## src/hdl/keyword_substitution_cipher_assert.svh

```systemverilog
// Assertion macros shared by the keyword substitution cipher RTL.
`ifndef KEYWORD_SUBSTITUTION_CIPHER_ASSERT_SVH
`define KEYWORD_SUBSTITUTION_CIPHER_ASSERT_SVH

// Checks a property on every rising clock edge outside reset.
`define KWSC_ASSERT(lbl, prop, msg) \
  lbl: assert property (@(posedge clk) disable iff (!rst_n) (prop)) else $error(msg);

// Checks that a condition in one cycle implies another condition in the next.
`define KWSC_ASSERT_NEXT(lbl, ante, cons, msg) \
  lbl: assert property (@(posedge clk) disable iff (!rst_n) (ante) |=> (cons)) else $error(msg);

`endif

```

## src/hdl/kwsc_pkg.sv

```systemverilog
// Types, codes and character helpers shared by the keyword substitution cipher.
package kwsc_pkg;

  typedef logic [7:0] char_t;
  typedef logic [4:0] idx_t;
  typedef logic [1:0] mode_t;

  localparam mode_t MODE_CLEAR = 2'd0;
  localparam mode_t MODE_KEY   = 2'd1;
  localparam mode_t MODE_TEXT  = 2'd2;

  localparam idx_t ALPHA_N     = 5'd26;
  localparam idx_t LAST_LETTER = 5'd25;

  localparam char_t CHAR_UA  = 8'h41;
  localparam char_t CHAR_UZ  = 8'h5A;
  localparam char_t CHAR_LA  = 8'h61;
  localparam char_t CHAR_LZ  = 8'h7A;
  localparam char_t CASE_GAP = 8'h20;

  function automatic logic is_upper(input char_t c);
    return (c >= CHAR_UA) && (c <= CHAR_UZ);
  endfunction

  function automatic logic is_lower(input char_t c);
    return (c >= CHAR_LA) && (c <= CHAR_LZ);
  endfunction

  // Letter index of a byte; only meaningful when the byte is a letter.
  function automatic idx_t letter_idx(input char_t c);
    char_t diff;
    diff = is_upper(c) ? (c - CHAR_UA) : (c - CHAR_LA);
    return diff[4:0];
  endfunction

endpackage

```

## src/hdl/kwsc_in_if.sv

```systemverilog
// Input channel of the cipher: command mode and byte, with valid/ready.
interface kwsc_in_if import kwsc_pkg::*; ();
  logic  valid;
  logic  ready;
  mode_t mode;
  char_t in_char;

  modport source (output valid, output mode, output in_char, input ready);
  modport sink   (input valid, input mode, input in_char, output ready);
endinterface

```

## src/hdl/kwsc_out_if.sv

```systemverilog
// Result channel of the cipher: substituted byte, with valid/ready.
interface kwsc_out_if import kwsc_pkg::*; ();
  logic  valid;
  logic  ready;
  char_t out_char;

  modport source (output valid, output out_char, input ready);
  modport sink   (input valid, input out_char, output ready);
endinterface

```

## src/hdl/kwsc_ram.sv

```systemverilog
// Generic single-write, single-read RAM with a registered read port.
module kwsc_ram #(
  parameter int WIDTH = 5,
  parameter int DEPTH = 26
) (
  input  logic                     clk,
  input  logic                     we,
  input  logic [$clog2(DEPTH)-1:0] waddr,
  input  logic [WIDTH-1:0]         wdata,
  input  logic                     re,
  input  logic [$clog2(DEPTH)-1:0] raddr,
  output logic [WIDTH-1:0]         rdata
);

  logic [WIDTH-1:0] mem [DEPTH];
  logic [WIDTH-1:0] rdata_r;

  always_ff @(posedge clk) begin
    if (we) begin
      mem[waddr] <= wdata;
    end
    if (re) begin
      rdata_r <= mem[raddr];
    end
  end

  assign rdata = rdata_r;

endmodule

```

## src/hdl/keyword_substitution_cipher.sv

```systemverilog
// Keyword substitution cipher: key collection, table build and byte lookup.
//
// Usage: beats on in_ch carry a mode and a byte. Mode 0 clears the key, mode 1
// appends a key letter (upper-cased; duplicates and non-letters are dropped),
// mode 2 substitutes a text byte and yields exactly one beat on out_ch. Mode 3
// is ignored. The cfg_we/cfg_wdata port sets the direction: 0 encrypts with
// the cipher alphabet, 1 decrypts with its inverse; write it only while idle.
// Key letters are stored straight into the leading positions of the cipher
// table, so the block keeps just two memories: the cipher table and its inverse.
// Sequencing: key and clear beats are handled in the idle state. A text beat on
// current tables is accepted with its table read; its result is then loaded in
// the response state once out_ch is free, and no new beat is taken before that.
// The first text beat after the key changes first rebuilds both tables: per key
// letter a read of the key letter from the cipher table, then a write of its
// inverse entry; then a sweep of the remaining letters from Z down; then a
// lookup step. The cipher table's single read port sets the per-letter cost.
// Reset empties the key and marks the tables stale; no clearing pass is run.
// A result sits in the out_ch register until taken; while it waits the block
// keeps accepting key beats and can look up the next text byte, holding that
// result back until the register frees.
module keyword_substitution_cipher import kwsc_pkg::*; (
  input  logic          clk,
  input  logic          rst_n,
  kwsc_in_if.sink       in_ch,
  kwsc_out_if.source    out_ch,
  input  logic          cfg_we,
  input  logic          cfg_wdata
);

`include "keyword_substitution_cipher_assert.svh"

  localparam logic [2:0] ST_IDLE   = 3'd0;
  localparam logic [2:0] ST_KEY_RD = 3'd1;
  localparam logic [2:0] ST_KEY_WR = 3'd2;
  localparam logic [2:0] ST_REST   = 3'd3;
  localparam logic [2:0] ST_LOOK   = 3'd4;
  localparam logic [2:0] ST_RESP   = 3'd5;

  logic [2:0]  state_r, state_nxt;
  idx_t        key_count_r, key_count_nxt;
  logic [25:0] letter_used_r, letter_used_nxt;
  logic        tables_ready_r, tables_ready_nxt;
  logic        dir_r;
  char_t       char_r, char_nxt;
  idx_t        pos_r, pos_nxt;
  idx_t        letter_r, letter_nxt;
  logic        out_valid_r, out_valid_nxt;
  char_t       out_char_r, out_char_nxt;

  logic        in_fire;
  char_t       key_up;
  idx_t        key_idx;
  logic        key_we;

  logic        key_re;
  logic        tab_we;
  idx_t        fill_letter;
  logic        enc_we, enc_re;
  idx_t        enc_waddr, enc_wdata, enc_raddr, dec_waddr, dec_wdata;
  char_t       lk_char;
  logic        lk_re;
  idx_t        enc_rdata, dec_rdata, tab_rdata;
  char_t       result;

  assign in_ch.ready     = (state_r == ST_IDLE);
  assign in_fire         = in_ch.valid && in_ch.ready;
  assign out_ch.valid    = out_valid_r;
  assign out_ch.out_char = out_char_r;

  // Key byte, upper-cased, and its letter index.
  assign key_up  = is_lower(in_ch.in_char) ? (in_ch.in_char - CASE_GAP) : in_ch.in_char;
  assign key_idx = letter_idx(key_up);
  assign key_we  = in_fire && (in_ch.mode == MODE_KEY) && is_upper(key_up) &&
                   !letter_used_r[key_idx] && (key_count_r < ALPHA_N);

  // Table build: the key letters already sit in the first positions of the
  // cipher table; each is read back to fill its inverse entry. Then every
  // unused letter from Z downward goes into both tables.
  assign key_re      = (state_r == ST_KEY_RD);
  assign tab_we      = (state_r == ST_KEY_WR) ||
                       ((state_r == ST_REST) && !letter_used_r[letter_r]);
  assign fill_letter = (state_r == ST_KEY_WR) ? enc_rdata : letter_r;
  assign dec_waddr   = fill_letter;
  assign dec_wdata   = pos_r;

  // A new key letter is appended at the key count; build writes go to pos_r.
  assign enc_we    = key_we || tab_we;
  assign enc_waddr = key_we ? key_count_r : pos_r;
  assign enc_wdata = key_we ? key_idx : fill_letter;

  // Lookup is issued on accept when the tables are current, else after build.
  assign lk_char   = (state_r == ST_IDLE) ? in_ch.in_char : char_r;
  assign lk_re     = (is_upper(lk_char) || is_lower(lk_char)) &&
                     ((state_r == ST_LOOK) ||
                      (in_fire && (in_ch.mode == MODE_TEXT) && tables_ready_r));
  assign enc_re    = key_re || (lk_re && !dir_r);
  assign enc_raddr = key_re ? pos_r : letter_idx(lk_char);

  kwsc_ram #(.WIDTH(5), .DEPTH(26)) u_enc_mem (
    .clk   (clk),
    .we    (enc_we),
    .waddr (enc_waddr),
    .wdata (enc_wdata),
    .re    (enc_re),
    .raddr (enc_raddr),
    .rdata (enc_rdata)
  );

  kwsc_ram #(.WIDTH(5), .DEPTH(26)) u_dec_mem (
    .clk   (clk),
    .we    (tab_we),
    .waddr (dec_waddr),
    .wdata (dec_wdata),
    .re    (lk_re && dir_r),
    .raddr (letter_idx(lk_char)),
    .rdata (dec_rdata)
  );

  // Case is kept: the table entry is added back onto the byte's own base.
  assign tab_rdata = dir_r ? dec_rdata : enc_rdata;
  always_comb begin
    if (is_upper(char_r)) begin
      result = CHAR_UA + {3'b000, tab_rdata};
    end else if (is_lower(char_r)) begin
      result = CHAR_LA + {3'b000, tab_rdata};
    end else begin
      result = char_r;
    end
  end

  always_comb begin
    state_nxt        = state_r;
    key_count_nxt    = key_count_r;
    letter_used_nxt  = letter_used_r;
    tables_ready_nxt = tables_ready_r;
    char_nxt         = char_r;
    pos_nxt          = pos_r;
    letter_nxt       = letter_r;
    out_valid_nxt    = out_valid_r && !out_ch.ready;
    out_char_nxt     = out_char_r;

    unique case (state_r)
      ST_IDLE: begin
        if (in_fire) begin
          case (in_ch.mode)
            MODE_CLEAR: begin
              key_count_nxt    = '0;
              letter_used_nxt  = '0;
              tables_ready_nxt = 1'b0;
            end
            MODE_KEY: begin
              if (key_we) begin
                key_count_nxt            = key_count_r + 5'd1;
                letter_used_nxt[key_idx] = 1'b1;
                tables_ready_nxt         = 1'b0;
              end
            end
            MODE_TEXT: begin
              char_nxt   = in_ch.in_char;
              pos_nxt    = '0;
              letter_nxt = LAST_LETTER;
              if (tables_ready_r) begin
                state_nxt = ST_RESP;
              end else if (key_count_r != '0) begin
                state_nxt = ST_KEY_RD;
              end else begin
                state_nxt = ST_REST;
              end
            end
            default: begin
            end
          endcase
        end
      end
      ST_KEY_RD: begin
        state_nxt = ST_KEY_WR;
      end
      ST_KEY_WR: begin
        pos_nxt   = pos_r + 5'd1;
        state_nxt = ((pos_r + 5'd1) == key_count_r) ? ST_REST : ST_KEY_RD;
      end
      ST_REST: begin
        if (!letter_used_r[letter_r]) begin
          pos_nxt = pos_r + 5'd1;
        end
        if (letter_r == '0) begin
          tables_ready_nxt = 1'b1;
          state_nxt        = ST_LOOK;
        end else begin
          letter_nxt = letter_r - 5'd1;
        end
      end
      ST_LOOK: begin
        state_nxt = ST_RESP;
      end
      ST_RESP: begin
        if (!out_valid_r || out_ch.ready) begin
          out_valid_nxt = 1'b1;
          out_char_nxt  = result;
          state_nxt     = ST_IDLE;
        end
      end
      default: begin
        state_nxt = ST_IDLE;
      end
    endcase
  end

  always_ff @(posedge clk) begin
    if (!rst_n) begin
      state_r        <= ST_IDLE;
      key_count_r    <= '0;
      letter_used_r  <= '0;
      tables_ready_r <= 1'b0;
      dir_r          <= 1'b0;
      out_valid_r    <= 1'b0;
    end else begin
      state_r        <= state_nxt;
      key_count_r    <= key_count_nxt;
      letter_used_r  <= letter_used_nxt;
      tables_ready_r <= tables_ready_nxt;
      out_valid_r    <= out_valid_nxt;
      if (cfg_we) begin
        dir_r <= cfg_wdata;
      end
    end
  end

  always_ff @(posedge clk) begin
    char_r     <= char_nxt;
    pos_r      <= pos_nxt;
    letter_r   <= letter_nxt;
    out_char_r <= out_char_nxt;
  end

  // The sweep must end with all 26 table positions filled.
  `KWSC_ASSERT(a_build_full, ((state_r == ST_REST) && (letter_r == '0)) |-> ((pos_r + {4'b0000, !letter_used_r[0]}) == ALPHA_N), "table build did not fill all positions")
  // A lookup after build always sees current tables.
  `KWSC_ASSERT(a_look_ready, (state_r == ST_LOOK) |-> tables_ready_r, "lookup with stale tables")
  // A new result beat only comes from the response step.
  `KWSC_ASSERT(a_out_src, $rose(out_valid_r) |-> ($past(state_r) == ST_RESP), "result beat without a lookup")
  // Key letters are never appended past a full key, and an append marks the tables stale.
  `KWSC_ASSERT_NEXT(a_key_cap, key_we, (key_count_r <= ALPHA_N) && tables_ready_r == 1'b0, "key append overflow or stale flag not cleared")

endmodule

```

## src/flat_wrapper.sv

```systemverilog
// flat-port wrapper written by rule: the top's interface ports become plain ports
module keyword_substitution_cipher_flat import kwsc_pkg::*;
  (clk, rst_n, cfg_we, cfg_wdata, in_ch_valid, in_ch_mode, in_ch_in_char, in_ch_ready, out_ch_valid, out_ch_out_char, out_ch_ready);
  kwsc_in_if in_ch_i ();
  kwsc_out_if out_ch_i ();
  input  logic clk;
  input  logic rst_n;
  input  logic cfg_we;
  input  logic cfg_wdata;
  input wire logic [$bits(in_ch_i.valid)-1:0] in_ch_valid;
  input wire logic [$bits(in_ch_i.mode)-1:0] in_ch_mode;
  input wire logic [$bits(in_ch_i.in_char)-1:0] in_ch_in_char;
  output wire logic [$bits(in_ch_i.ready)-1:0] in_ch_ready;
  output wire logic [$bits(out_ch_i.valid)-1:0] out_ch_valid;
  output wire logic [$bits(out_ch_i.out_char)-1:0] out_ch_out_char;
  input wire logic [$bits(out_ch_i.ready)-1:0] out_ch_ready;
  assign in_ch_i.valid = in_ch_valid;
  assign in_ch_i.mode = in_ch_mode;
  assign in_ch_i.in_char = in_ch_in_char;
  assign in_ch_ready = in_ch_i.ready;
  assign out_ch_valid = out_ch_i.valid;
  assign out_ch_out_char = out_ch_i.out_char;
  assign out_ch_i.ready = out_ch_ready;
  keyword_substitution_cipher u_core (.clk(clk), .rst_n(rst_n), .in_ch(in_ch_i), .out_ch(out_ch_i), .cfg_we(cfg_we), .cfg_wdata(cfg_wdata));
endmodule
```

## config.mk

```make
export PLATFORM = sky130hd
export DESIGN_NAME = keyword_substitution_cipher_flat
export DESIGN_NICKNAME = d
export VERILOG_FILES = /design/src/hdl/kwsc_pkg.sv /design/src/hdl/kwsc_in_if.sv /design/src/hdl/kwsc_out_if.sv /design/src/hdl/kwsc_ram.sv /design/src/hdl/keyword_substitution_cipher.sv /design/src/flat_wrapper.sv
export VERILOG_INCLUDE_DIRS = /design/src /design/src/hdl
export SDC_FILE = /design/constraint.sdc
export NUM_CORES = 1
export LEC_CHECK = 0
export ABC_AREA = 1
export BUFFER_PORTS_ARGS = -buffer_cell sky130_fd_sc_hd__buf_4
export CAP_MARGIN = 20
export CORE_MARGIN = 5
export CORE_UTILIZATION = 50
export DETAILED_ROUTE_END_ITERATION = 10
export PLACE_DENSITY = 0.66
export SLEW_MARGIN = 20
export SYNTH_ARGS = -nofsm -noshare
export SYNTH_HDL_FRONTEND = slang
export SYNTH_SLANG_ARGS = --single-unit
```

## constraint.sdc

```tcl
create_clock -name clk -period 5.39 [get_ports clk]
set_input_delay 0.539 -clock clk [delete_from_list [all_inputs] [get_ports clk]]
set_output_delay 0.539 -clock clk [all_outputs]
set_load 0.02 [all_outputs]
```

==> flow_summary_export.csv, run 1 <==
group,metric,value,unit
run_status,status,"complete, no violations",
die,io_pins,26,
clocking,clkLatencyLatePin,520,ps
synthesis,synth_nets,1706,
detailed_routing,drt_wl_total,39.1,mm
power,p_per_area,631,mW/mm²
timing,period_needed,3800,ps
timing,max_freq,0.263,GHz
synthesis,avgSynthCellArea,9.47,µm²
synthesis,post_synth_num_cell_types,41,
clocking,cts_num_sinks,333,
critical_path,crit_type,"flop to flop",
clocking,postCtsSetupBuffers,0,
critical_path,r2r-end,"u_core.u_enc_mem.rdata[1]$_DFFE_PP_",
timing,fin_tns_setup,0,ps
synthesis,yosysTopAreaCellShare,0.561,
critical_path,critical_path.max_fanout,31,
placement,dp_cells,2048,
hold_path,hold-path-cell-count,1,
clocking,cts_hold_buf,0,
clocking,cts_buffer_depth,3,
final_layout,stdcell_count,2112,
critical_path,worst_path_most_repeated_cell,"nand2_1",
detailed_routing,via_count,11684,
timing,rsz0062_at_grt,"false",
synthesis,synthesis.area,0.0159,mm²
timing,worst_slew_pin_slew,1030,ps
die,dieArea,0.0354,mm²
power,leakagePower,0.00695,µW
critical_path,crit_chain,"nor2_1 > nand2_2 > o21ai_1 > ha_1 > buf_4 > inv_1 > nand2_1 > o21ai_2 > buf_4 > inv_1 > nand3_1 > nand3_1 > nand3_1 > nand2_1 > nand2_1 > nand2_1",
final_layout,syn2layout_area_growth,10.5,%
synthesis,synth.largest_area_cell,"edfxtp_1",
global_routing,track_usage,0.219,
synthesis,yosysMostFrequentCell,"nand2_1",
placement,gp_congestion,0.898,
synthesis,synth_area_leaders,"edfxtp_1, nand2_1, nand3_1",
timing,max_slew_margin,0.311,
hold_path,whs_endpoint,"u_core.char_r[7]$_DFFE_PP_",
detailed_routing,drt_first_pass_iters,6,
die,design.core.area,0.0314,mm²
final_layout,finalNetCount,1715,
hold_path,min_path_type,"input pin to flop",
global_routing,grt_pass1_vias,11408,
critical_path,start_kind,"flop",
detailed_routing,via_per_inst,5.53,
timing,setup_violations,0,
final_layout,seq_area,0.00963,mm²
timing,slew_viol_final,0,
critical_path,cp_num_buf_inv,4,
critical_path,rrSetupSlack,1590,ps
synthesis,yosys_warnings,0,
synthesis,async_flop_share,0,
synthesis,synth_cells,1675,
die,fp-row-count,65,
clocking,numCtsBuffers,36,
critical_path,cp_top_family,"buffers and inverters",
die,die-width,188,µm
clocking,path_clk_slew,60,ps
clocking,cts_tree,"built",
placement,port_buffers,25,
detailed_routing,ant_nets,0,
detailed_routing,wire_per_inst,18.5,µm
power,power,11100,µW
critical_path,r2r-start,"u_core.state_r[0]$_SDFFE_PN0P_",
clocking,post_cts_resized,0,
die,die_h,188,µm
job,maxCapViolations,0,
synthesis,synth_flop_cell,"edfxtp_1",
placement,dpl.hpwl,25.3,mm
global_routing,grt_pass1_wl,62.2,mm
synthesis,seq_area_frac_synth,0.607,
global_routing,grt_antenna_before_repair,0,
global_routing,gr-total-overflow,0,
clocking,cts-root-buf,"clkbuf_16",
critical_path,cp.arrival,4070,ps
final_layout,fill_cells,2747,
critical_path,required,5670,ps
detailed_routing,drc,0,
timing,skew,26.0,ps
timing,fin_crit_sh,0.704,
clocking,cts.htree.levels,2,
die,initial_core_util,0.505,
synthesis,synth-edff-count,296,
global_routing,grt_max_degree,77,
final_layout,layout-drive-gt1-share,0.0848,
power,peakVddDrop,459,µV
critical_path,r2r_cells,16,
final_layout,multi_input_area,0.00503,mm²
critical_path,cpPeakStageDelay,510,ps
detailed_routing,drt_iter0_drc,1141,
critical_path,cp-end-kind,"flop",
synthesis,ys_top_cells_by_count,"nand2_1, edfxtp_1, inv_1",
timing,hold_viol,0,
timing,hold_slack,213,ps
hold_path,hold_path_startpoint,"in_ch_in_char[7]",
synthesis,ys_ff_latch,333,
critical_path,slowest_stage,"inv_1",
final_layout,num_antenna_cells,0,
where the power goes:
part	total (µW)	internal [µW]	switching [µW]
Combinational	5240	1460	3780
Clock	2420	1430	983
Sequential	3400	3280	128
Total	11100	6170	4900
state kept, by name, summed over array words and instances, names as in the netlist:
name / cells
u_core.char_r: 8
u_core.u_enc_mem.rdata: 5
u_core.dec_wdata: 5
u_core.u_enc_mem.mem: 130
u_core.tables_ready_r: 1
u_core.out_ch.valid: 1
u_core.dir_r: 1
u_core.u_dec_mem.mem: 130
u_core.key_count_r: 5
u_core.u_dec_mem.rdata: 5
u_core.state_r: 3
u_core.letter_used_r: 26
u_core.out_ch.out_char: 8
u_core.letter_r: 5
metal layers:
metal | wire [µm] | track usage | vias up
li1 | - | - | 5633
met1 | 16700 | 0.299 | 5494
met2 | 18600 | 0.361 | 466
met3 | 2580 | 0.0339 | 91
met4 | 1190 | 0.0717 | 0
met5 | 0 | 0 | -
worst max-delay path by stage:
stage / startpoint / end / cells after the start / slack (ps)
2_1_floorplan: in_ch_in_char[0] / u_core.u_enc_mem.mem[0][0]$_DFFE_PP_ / 13 / 1610
4_1_cts: u_core.state_r[0]$_SDFFE_PN0P_ / u_core.u_enc_mem.rdata[4]$_DFFE_PP_ / 16 / 1640
3_5_place_dp: in_ch_in_char[0] / u_core.u_enc_mem.mem[2][2]$_DFFE_PP_ / 12 / 1300
5_1_grt: u_core.state_r[0]$_SDFFE_PN0P_ / u_core.u_enc_mem.rdata[0]$_DFFE_PP_ / 16 / 1260
3_3_place_gp: in_ch_in_char[0] / u_core.u_enc_mem.mem[7][3]$_DFFE_PP_ / 14 / 1410
6_report: u_core.state_r[0]$_SDFFE_PN0P_ / u_core.u_enc_mem.rdata[1]$_DFFE_PP_ / 16 / 1590
cells by family (layout without fill, tap and decap cells):
kind of cell	Yosys count	in the layout	share of synthesized area
and+or+nand+nor	813	813	0.223
DFF	333	333	0.607
buffers and inverters	312	347	0.0784
AOI/OAI and AO/OA	186	186	0.0694
adders and majority gates	15	15	0.0118
xor gates and xnor gates	15	15	0.00923
muxes	1	1	0.000631
final cells by class:
class / instances / share of cell area
clock buffer: 42 / 0.0533
clock inverter: 22 / 0.0125
inverter: 242 / 0.0518
multi-input combinational: 1030 / 0.287
sequential: 333 / 0.549
tap: 402 / 0.0287
timing repair buffer: 41 / 0.0176
layout by cell type (no fill, tap or decap), types with 2 or more instances in the layout:
master,instances
xor2_1,11
o21ai_0,63
bufinv_16,4
xor2_2,2
ha_1,15
buf_4,41
a31oi_1,3
nor2_1,134
xnor2_1,2
nand4_1,34
clkinv_1,11
clkbuf_16,36
clkinv_2,8
o21ai_1,5
nand3b_1,2
nand2_2,6
dfxtp_1,37
edfxtp_1,296
nand2_4,4
inv_1,232
o211ai_1,55
nand3_2,8
inv_2,6
nor2_2,2
nand3_1,208
clkbuf_1,5
a21oi_1,44
nand2_1,400
or2_2,12
o21ai_2,8
worst reg2reg max path, cell delays in order, from the launching register on:
cell and delay, ps:
dfxtp_1 320, nor2_1 200, nand2_2 220, o21ai_1 410, ha_1 320, buf_4 260, inv_1 120, nand2_1 70
o21ai_2 80, buf_4 340, inv_1 520, nand3_1 260, nand3_1 120, nand3_1 130, nand2_1 80, nand2_1 70
nand2_1 60
through the flow:
step | worst slack, ps | cell area (µm²) | utilization
final | 1590 | 17500 | 0.558
after global routing | 1260 | 17500 | 0.558
after detailed placement | 1300 | 16400 | 0.521
after global placement | 1410 | 16400 | 0.521
after floorplan | 1610 | 15900 | -
after CTS | 1640 | 17500 | 0.558
No activity file was read; power rests on OpenSTA's default activity.
==> run 2, diff against run 1 <==
==> constraint.sdc (replaced) <==
create_clock -name clk -period 3.7 [get_ports clk]
set_input_delay 0.37 -clock clk [delete_from_list [all_inputs] [get_ports clk]]
set_output_delay 0.37 -clock clk [all_outputs]
set_load 0.02 [all_outputs]
==> run 2 against run 1 <==
  * Sequential power is 43% higher
  * Sequential share of layout area is 0.52 points lower
  * Register-to-register slack worse by 1100 ps
  * Cell area is 0.96% higher
  * Critical endpoint is now u_core.u_enc_mem.rdata[0]$_DFFE_PP_
  * Worst setup slack worse by 1100 ps
  * Clock-buffer cell count is 4 higher
  * Die area stayed put
  * First-iteration DRC count is 26% lower
  * Global-route usage is 0.90 points lower
  * Largest cell class unchanged
  * Utilization is 0.53 points higher
  * Routed wire length is 4.1% lower
==> flow_summary_export.csv, run 2 (synthesis gave the netlist of run 1 again) <==
group,metric,value,unit
detailed_routing,wire_per_inst,17.5,µm
global_routing,grt_max_degree,76,
critical_path,required,3960,ps
timing,skew,22.8,ps
timing,worst_slew_pin_slew,899,ps
hold_path,min_path_type,"input pin to flop",
global_routing,grt_pass1_wl,59.2,mm
critical_path,cpPeakStageDelay,440,ps
timing,max_freq,0.312,GHz
final_layout,syn2layout_area_growth,11.6,%
power,p_per_area,922,mW/mm²
timing,fin_tns_setup,0,ps
power,swShare,0.441,
timing,hold_viol,0,
power,power,16300,µW
final_layout,multi_input_area,0.00502,mm²
clocking,numCtsBuffers,36,
timing,fin_crit_sh,0.867,
critical_path,worst_path_most_repeated_cell,"nand2_1",
die,die_h,188,µm
run_status,status,"complete, no violations",
final_layout,final_design_area_no_fill,0.0177,mm²
die,dieArea,0.0354,mm²
clocking,cts-root-buf,"clkbuf_16",
final_layout,layout-drive-gt1-share,0.0951,
timing,max_slew_margin,0.399,
global_routing,grt_pass1_vias,11007,
clocking,path_clk_slew,60,ps
global_routing,gr-total-overflow,0,
clocking,clkLatencyLatePin,520,ps
final_layout,final_cell_mix,"nand2_1, edfxtp_1, inv_1, nand3_1, nor2_1",
clocking,cts_hold_buf,0,
die,die-width,188,µm
timing,period_needed,3210,ps
placement,place_area,0.0166,mm²
critical_path,cp.arrival,3460,ps
detailed_routing,drt_first_pass_iters,6,
critical_path,critical_path.max_fanout,30,
clocking,cts_tree,"built",
timing,slew_viol_final,0,
clocking,cts.htree.levels,2,
critical_path,crit_type,"flop to flop",
final_layout,layout_commonest_cell,"nand2_1",
final_layout,fill_cells,2779,
placement,place_ws,320,ps
die,io_pins,26,
clocking,cts_buffer_depth,3,
power,clock_power_share,0.208,
power,peakVddDrop,656,µV
die,fp-row-count,65,
detailed_routing,via_count,11561,
die,initial_core_util,0.505,
final_layout,num_antenna_cells,0,
final_layout,seq_area,0.00963,mm²
final_layout,largestRegisters,"u_core.u_dec_mem.mem (130), u_core.u_enc_mem.mem (130), u_core.letter_used_r (26)",
timing,setup_violations,0,
critical_path,cp_top_family,"simple AND/OR/NAND/NOR gates",
timing,rsz0062_at_grt,"false",
timing,hold_slack,39.9,ps
critical_path,start_kind,"flop",
job,maxCapViolations,0,
critical_path,cp-end-kind,"flop",
detailed_routing,drt_iter0_drc,840,
global_routing,grt_antenna_before_repair,0,
clocking,post_cts_resized,0,
placement,port_buffers,25,
power,power.switching,7190,µW
power,combPwrFrac,0.494,
critical_path,slowest_stage,"o21ai_1",
power,leakagePower,0.00705,µW
critical_path,crit_chain,"nor2_1 > nand2_2 > o21ai_1 > ha_1 > inv_1 > nand2_1 > o21ai_2 > inv_1 > buf_4 > nand3_1 > nand3_1 > nand3_1 > nand2_1 > nand2_1 > nand2_1",
final_layout,finalNetCount,1741,
clocking,postCtsSetupBuffers,0,
placement,gp_congestion,0.878,
detailed_routing,ant_nets,0,
global_routing,track_usage,0.210,
clocking,cts_num_sinks,333,
detailed_routing,drt_wl_total,37.5,mm
power,p_seq_frac,0.299,
timing,final.setup.worst_slack,493,ps
detailed_routing,drc,0,
detailed_routing,via_per_inst,5.41,
critical_path,cp_num_buf_inv,3,
placement,dpl.hpwl,25.1,mm
die,design.core.area,0.0314,mm²
power,internal-power,9110,µW
-- run 2: cell count changes in the layout (fill, tap and decap cells not counted), moves of 2 or more --
cell and delta:
buf_4 +25, clkinv_2 -5, bufinv_16 -2, clkbuf_1 +2, clkinv_1 +2
-- run 2: path summary, 6_finish.rpt --
check	start	endpoint	slack, ps	depth (start not counted)
worst max-delay path	u_core.state_r[0]$_SDFFE_PN0P_	u_core.u_enc_mem.rdata[0]$_DFFE_PP_	490	15
worst min-delay path	in_ch_in_char[7]	u_core.char_r[7]$_DFFE_PP_	40	1
worst max register to register	u_core.state_r[0]$_SDFFE_PN0P_	u_core.u_enc_mem.rdata[0]$_DFFE_PP_	490	15
worst min register to register	u_core.letter_used_r[19]$_SDFFE_PN0P_	u_core.letter_used_r[19]$_SDFFE_PN0P_	470	2
-- run 2: metrics by stage --
stage,instances,util
after detailed placement,2074,0.528
final,2137,0.564
after floorplan,1675,-
after global placement,2074,0.528
after CTS,2137,0.564
after global routing,2137,0.564
-- run 2: final cells by class --
cell class              count  area share
flip-flops and latches    333       0.544
multi-input cells        1030       0.284
clock buffers              46      0.0554
inverters                 242      0.0513
repair buffers             67      0.0291
well taps                 402      0.0284
clock inverters            17     0.00799
-- run 2: per-layer routing --
metal / GRT usage / wire [µm] / vias to the layer above / share of wire
li1: - / - / 5699 / -
met1: 0.290 / 16100 / 5419 / 0.43
met2: 0.353 / 18200 / 373 / 0.49
met3: 0.0248 / 2230 / 70 / 0.059
met4: 0.0613 / 993 / 0 / 0.026
met5: 0 / 0 / - / 0
-- run 2: worst register-to-register path, delay by kind of cell, from the launching register on --
kind / cells / cell delay [ps]
DFF: 1 / 310
buffers and inverters: 3 / 440
adders and majority gates: 1 / 350
and+or+nand+nor: 9 / 1130
AOI/OAI and AO/OA: 2 / 710
-- run 2: power groups by stage --
stage          combinational [µW]  sequential (µW)  clock, µW
3_5_place_dp                 8000             4950          0
4_1_cts                      8040             4870       3450
3_3_place_gp                 7900             4950          0
2_1_floorplan                5260             5030          0
5_1_grt                      8880             4890       3600
6_report                     8050             4870       3380
